### config.mk
export PLATFORM = sky130hd
export DESIGN_NAME = bdoc_cell
export DESIGN_NICKNAME = d
export VERILOG_FILES = /design/src/rtl/bdoc_pkg.sv /design/src/rtl/bdoc_cell.sv
export SDC_FILE = /design/constraint.sdc
export NUM_CORES = 1
export LEC_CHECK = 0
export ABC_AREA = 1
export BUFFER_PORTS_ARGS = -buffer_cell sky130_fd_sc_hd__buf_2
export CORE_ASPECT_RATIO = 0.9
export CORE_MARGIN = 5
export CORE_UTILIZATION = 55
export CTS_CLUSTER_DIAMETER = 60
export CTS_CLUSTER_SIZE = 30
export DETAILED_ROUTE_END_ITERATION = 10
export PLACE_DENSITY = 0.91
export SETUP_SLACK_MARGIN = 0.05
export SKIP_LAST_GASP = 1
export SYNTH_ARGS = -nofsm -noshare
export SYNTH_HDL_FRONTEND = slang
export SYNTH_SLANG_ARGS = --single-unit
### constraint.sdc
create_clock -name clk -period 6.4 [get_ports clk]
set_input_delay 0.64 -clock clk [delete_from_list [all_inputs] [get_ports clk]]
set_output_delay 0.64 -clock clk [all_outputs]
set_load 0.05 [all_outputs]
### src/rtl/bdoc_pkg.sv
// shared types, constants and helpers for the binary derivative ones counter
`default_nettype none

package bdoc_pkg;

    localparam int MAX_LEVELS_DEF  = 32;
    localparam int COUNT_WIDTH_DEF = 32;
    localparam int RESULT_CAP      = 32;
    localparam int BYTE_BITS       = 8;
    localparam int OUT_W           = 32;
    localparam int LEVEL_W         = 5;
    localparam int NUM_LEVELS_W    = 6;
    localparam int POP_W           = 4;

    localparam logic [NUM_LEVELS_W-1:0] NUM_LEVELS_RESET = 6'd8;

    // bits handed from one level to the next, index 0 is the oldest bit
    typedef struct packed {
        logic                 valid;
        logic                 last;
        logic [BYTE_BITS-1:0] mask;
        logic [BYTE_BITS-1:0] bits;
    } link_t;

    // report of one level when the final byte passes it
    typedef struct packed {
        logic               emit;
        logic               hold;
        logic               last_level;
        logic [LEVEL_W-1:0] level;
        logic [OUT_W-1:0]   ones_count;
        logic [OUT_W-1:0]   bit_count;
    } result_t;

    function automatic logic [POP_W-1:0] popcount8(input logic [BYTE_BITS-1:0] v);
        logic [POP_W-1:0] n;
        n = '0;
        for (int i = 0; i < BYTE_BITS; i++)
        begin
            n = n + POP_W'(v[i]);
        end
        return n;
    endfunction

endpackage

`default_nettype wire

### src/rtl/bdoc_cell.sv
// one derivative level: ones counter, last-bit state and xor of adjacent bits
`default_nettype none

module bdoc_cell #(
    parameter int LEVEL       = 0,
    parameter int COUNT_WIDTH = bdoc_pkg::COUNT_WIDTH_DEF
) (
    input  wire                                     clk,
    input  wire                                     rst_n,
    input  wire                                     adv,
    input  wire  [bdoc_pkg::NUM_LEVELS_W-1:0]       levels,
    input  wire  bdoc_pkg::link_t                   link_in,
    input  wire  [COUNT_WIDTH-1:0]                  bits_in,
    output bdoc_pkg::link_t                         link_out,
    output logic [COUNT_WIDTH-1:0]                  bits_out,
    output bdoc_pkg::result_t                       res
);

    localparam int BB = bdoc_pkg::BYTE_BITS;
    localparam int OW = bdoc_pkg::OUT_W;
    localparam int LW = bdoc_pkg::NUM_LEVELS_W + 1;

    bdoc_pkg::link_t        stage_reg;
    logic [COUNT_WIDTH-1:0] bits_reg;
    logic                   prev_bit_reg, prev_bit_next;
    logic                   prev_valid_reg, prev_valid_next;
    logic [COUNT_WIDTH-1:0] ones_reg, ones_next;

    logic [COUNT_WIDTH:0]   sum;
    logic [COUNT_WIDTH-1:0] ones_new;
    logic [BB-1:0]          dbits;
    logic [BB-1:0]          dmask;
    logic [OW-1:0]          ones_out;
    logic [OW-1:0]          bitcnt_out;
    logic                   at_final;

    always_comb
    begin
        sum = {1'b0, ones_reg} +
              (COUNT_WIDTH+1)'(bdoc_pkg::popcount8(stage_reg.bits & stage_reg.mask));
        ones_new = sum[COUNT_WIDTH] ? '1 : sum[COUNT_WIDTH-1:0];

        // bit before position 0 of this byte is the stored bit of the level
        dbits[0] = stage_reg.bits[0] ^ prev_bit_reg;
        dmask[0] = stage_reg.mask[0] & prev_valid_reg;
        for (int i = 1; i < BB; i++)
        begin
            dbits[i] = stage_reg.bits[i] ^
                       (stage_reg.mask[i-1] ? stage_reg.bits[i-1] : prev_bit_reg);
            dmask[i] = stage_reg.mask[i] & (stage_reg.mask[i-1] | prev_valid_reg);
        end

        // valid bits always end at the newest position
        prev_bit_next   = stage_reg.mask[BB-1] ? stage_reg.bits[BB-1] : prev_bit_reg;
        prev_valid_next = prev_valid_reg | stage_reg.mask[BB-1];
        ones_next       = ones_new;
    end

    generate
        if (COUNT_WIDTH > OW) begin : g_clamp
            assign ones_out   = (|ones_new[COUNT_WIDTH-1:OW]) ? '1 : ones_new[OW-1:0];
            assign bitcnt_out = (|bits_reg[COUNT_WIDTH-1:OW]) ? '1 : bits_reg[OW-1:0];
        end else begin : g_ext
            assign ones_out   = OW'(ones_new);
            assign bitcnt_out = OW'(bits_reg);
        end
    endgenerate

    assign at_final = stage_reg.valid & stage_reg.last;

    always_comb
    begin
        link_out.valid = stage_reg.valid;
        link_out.last  = stage_reg.last;
        link_out.mask  = dmask;
        link_out.bits  = dbits;
        bits_out       = (bits_reg == '0) ? '0 : bits_reg - COUNT_WIDTH'(1);

        res.emit       = at_final & (LW'(LEVEL) < {1'b0, levels});
        res.hold       = at_final & (LW'(LEVEL + 1) < {1'b0, levels});
        res.last_level = (LW'(LEVEL + 1) == {1'b0, levels});
        res.level      = bdoc_pkg::LEVEL_W'(LEVEL);
        res.ones_count = ones_out;
        res.bit_count  = bitcnt_out;
    end

    always_ff @(posedge clk or negedge rst_n)
    begin
        if (!rst_n)
        begin
            stage_reg       <= '0;
            prev_bit_reg    <= 1'b0;
            prev_valid_reg  <= 1'b0;
            ones_reg        <= '0;
        end
        else if (adv)
        begin
            stage_reg <= link_in;
            if (stage_reg.valid)
            begin
                if (stage_reg.last)
                begin
                    prev_bit_reg   <= 1'b0;
                    prev_valid_reg <= 1'b0;
                    ones_reg       <= '0;
                end
                else
                begin
                    prev_bit_reg   <= prev_bit_next;
                    prev_valid_reg <= prev_valid_next;
                    ones_reg       <= ones_next;
                end
            end
        end
    end

    always_ff @(posedge clk)
    begin
        if (adv)
        begin
            bits_reg <= bits_in;
        end
    end

endmodule

`default_nettype wire

==> out/qor.csv <==
stage,metric,value,unit
routing,drc,0,
routing,drt-total-wl,15600,microns
global_routing,grt_pass1_wl,25100,microns
clock_network,post-cts-setup-buffer-count,0,
clock_network,cts_tree,yes,
layout,areaGrowthSynthToFinish,21.1,%
global_routing,overflow,0,
logic_synthesis,synthCells,763,
routing,dr.pass1.iters,8,
power,power.density,265,nW/um^2
layout,drive_gt1_frac,0.275,
worst_setup_path,rrSetupSlack,1680,ps
routing,viasPerCell,5.24,
sta,setup_violations,0,
sta,fin_tns_setup,0,ps
power,p_leak,3.67,nW
worst_setup_path,worstSetupEndpointType,output pin,
floorplanning,rows,35,
routing,ant_nets,0,
global_routing,grt_usage,0.242,
logic_synthesis,syn_area_per_cell,7.48,sq um
clock_network,cts_buffer_depth,2,
clock_network,holdBufCountCts,0,
sta,fin_crit,5620,ps
routing,vias,5594,
clock_network,numCtsBuffers,9,
worst_setup_path,path_max_fanout,30,
logic_synthesis,ys_ff_latch,84,
sta,relSlewSlack,0.290,
min_path,hold_path.class,in2async,
sta,fmax,178,MHz
sta,hold_violations,0,
global_routing,met2_usage,0.407,
sta,maxSlewViolCount,0,
placement,io_buffers,175,
global_routing,grtUsageMet1,0.327,
worst_setup_path,cp.arrival,4980,ps
global_routing,grt_max_degree,62,
run,drv_cap,0,
logic_synthesis,ys_types,40,
routing,routedWlPerCell,14.6,microns
floorplanning,die_h,107,microns
placement,dp_hpwl,12300,microns
clock_network,htreeDepth,3,
floorplanning,die_w,117,microns
logic_synthesis,yosys_warnings,0,
sta,rsz0062_at_grt,no,
placement,globalplace.congestion,0.943,
sta,post-route-period-util,0.878,
clock_network,cts_root_buf,clkbuf_16,
floorplanning,core,10200,sq um
sta,clock_skew,5.18,ps
layout,final_nets,1005,
placement,place_ws,1150,ps
outcome,outcome,"finished, final reports clean",
global_routing,use_met3,0.0438,
clock_network,worstSkewPairLatency,320,ps
worst_setup_path,path_class,reg2out,
power,ir_drop,0.513,mV
sta,setup_ws,780,ps
clock_network,cts_sinks,84,
global_routing,grt_pass1_vias,5206,
floorplanning,start_util,0.560,
floorplanning,die_area,12500,sq um
layout,antenna_cells,0,
sta,tightest_slew,1060,ps
logic_synthesis,ys_seq_area_frac,0.396,
floorplanning,ios,181,
clock_network,post_cts_resized,0,
clock_network,cts.clk_slew.worst_paths,60,ps
routing,drt_iter0_drc,558,
worst_setup_path,cp-start-kind,flop,
global_routing,grt_busiest_layer,met2,
global_routing,antenna_found_initial,0,
worst_setup_path,required,5760,ps
logic_synthesis,synth.cell_area,5710,sq um
==> cells by family (layout without fill, tap and decap cells) <==
group / count (synthesis) / in the layout / synth area share
flip-flops: 84 / 84 / 0.396
AND/OR/NAND/NOR: 493 / 493 / 0.400
buffers and inverters: 99 / 271 / 0.0793
adder cells (fa/ha/maj): 12 / 12 / 0.0329
other: 1 / 5 / 0.000657
XOR/XNOR: 35 / 35 / 0.0537
AO/OA/AOI/OAI: 39 / 39 / 0.0368
==> routing by layer <==
layer | vias to the layer above | share of wire
met3 | 33 | 0.080
li1 | 2733 | -
met5 | - | 0
met2 | 262 | 0.49
met1 | 2566 | 0.41
met4 | 0 | 0.017
==> layout make-up <==
class	count	area, sq um
Fill cell	877	3290
Multi-Input combinational cell	584	3010
Inverter	76	285
Clock inverter	4	48.8
Tap cell	129	161
Clock buffer	12	240
Sequential cell	84	2260
Timing Repair Buffer	179	906
==> path summary, 6_finish.rpt <==
check,from,end,cells after the start
max,stage_reg[0]$_DFFE_PN0P_,res[32],16
min,rst_n,ones_reg[9]$_DFFE_PN0P_,2
max reg2reg,stage_reg[0]$_DFFE_PN0P_,ones_reg[0]$_DFFE_PN0P_,17
min reg2reg,ones_reg[31]$_DFFE_PN0P_,ones_reg[31]$_DFFE_PN0P_,2
max in group asynchronous,rst_n,link_out[17]$_DFFE_PN0P_,2
min in group clk,bits_in[27],bitcnt_out[27]$_DFFE_PP_,1
==> synth_stat cells <==
| master | instances | area, sq um |
|---|---|---|
| nand3_4 | 1 | 17.5 |
| o21ai_2 | 1 | 8.76 |
| conb_1 | 1 | 3.75 |
| buf_6 | 5 | 56.3 |
| nand2_2 | 2 | 12.5 |
| a21oi_1 | 8 | 40.0 |
| nor3_4 | 1 | 16.3 |
| buf_2 | 2 | 10.0 |
| nor2_4 | 4 | 45.0 |
| nor2_2 | 20 | 125 |
| and2_1 | 5 | 31.3 |
| clkbuf_1 | 7 | 26.3 |
| buf_4 | 8 | 60.1 |
| nor3b_2 | 1 | 12.5 |
| nand3b_1 | 10 | 75.1 |
| nand3_2 | 25 | 250 |
| ha_1 | 7 | 87.6 |
| edfxtp_1 | 32 | 961 |
| xnor2_1 | 9 | 78.8 |
| or2_2 | 2 | 12.5 |
| nand2_4 | 1 | 11.3 |
| xor2_1 | 26 | 228 |
| nor3b_1 | 1 | 7.51 |
| o22ai_1 | 1 | 6.26 |
| a22oi_1 | 1 | 7.51 |
| nor3_1 | 7 | 35.0 |
| nor2_1 | 98 | 368 |
| nand3b_2 | 1 | 11.3 |
| o21ai_0 | 22 | 110 |
| a21oi_2 | 2 | 17.5 |
| inv_1 | 75 | 282 |
| inv_2 | 1 | 3.75 |
| o21ai_1 | 4 | 20.0 |
| buf_8 | 1 | 15.0 |
| nand3_1 | 29 | 145 |
| nand4_1 | 11 | 68.8 |
| nor3_2 | 2 | 20.0 |
| fa_1 | 5 | 100 |
| dfrtp_1 | 52 | 1300 |
| nand2_1 | 272 | 1020 |
==> critical path: stages, from the launching register on <==
cell and delay [ps]:
dfrtp_1 400, nand2_1 90, inv_1 70, fa_1 520, inv_1 60, fa_1 530, inv_1 60, fa_1 500
fa_1 470, fa_1 400, nand2_1 100, nand3_1 190, nand3_4 170, nor2_4 50, nand3_2 580, nand2_1 190
buf_2 270
==> per-stage QoR <==
step	instance area, sq um	total power, W	util	hold slack (ps)	std cells
CTS	6920	0.00184	0.678	453	1068
detailed placement	6630	0.00132	0.649	493	1052
global placement	6630	0.00130	0.649	486	1052
finish	6920	0.00183	0.678	424	1068
global route	6920	0.00191	0.678	471	1068
floorplan	5720	0.00115	-	344	767
==> report_power, final <==
group | internal, W | switching (W) | total (W)
clock network | 0.000307 | 0.000210 | 0.000517
registers | 0.000604 | 0.0000463 | 0.000651
logic | 0.000155 | 0.000506 | 0.000662
==> cells in the final DEF, fill, tap and decap left out, types with 2 or more instances in the layout <==
cell type  Yosys  final
nor2_1        98     97
o21ai_0       22     22
fa_1           5      5
conb_1         1      5
xor2_1        26     26
edfxtp_1      32     32
and2_1         5      5
nand4_1       11     11
a21oi_1        8      8
o21ai_1        4      4
ha_1           7      7
nor3_2         2      2
nand3_1       29     29
nor3_1         7      7
xnor2_1        9      9
clkbuf_1       7      2
or2_2          2      2
nor2_4         4      4
buf_4          8      4
inv_1         75     75
a21oi_2        2      2
nand3b_1      10     10
clkbuf_16      0      9
nand2_1      272    272
dfrtp_1       52     52
nand2_2        2      2
buf_2          2    175
nor2_2        20     21
nand3_2       25     25
No activity file was read; power rests on OpenSTA's default activity.
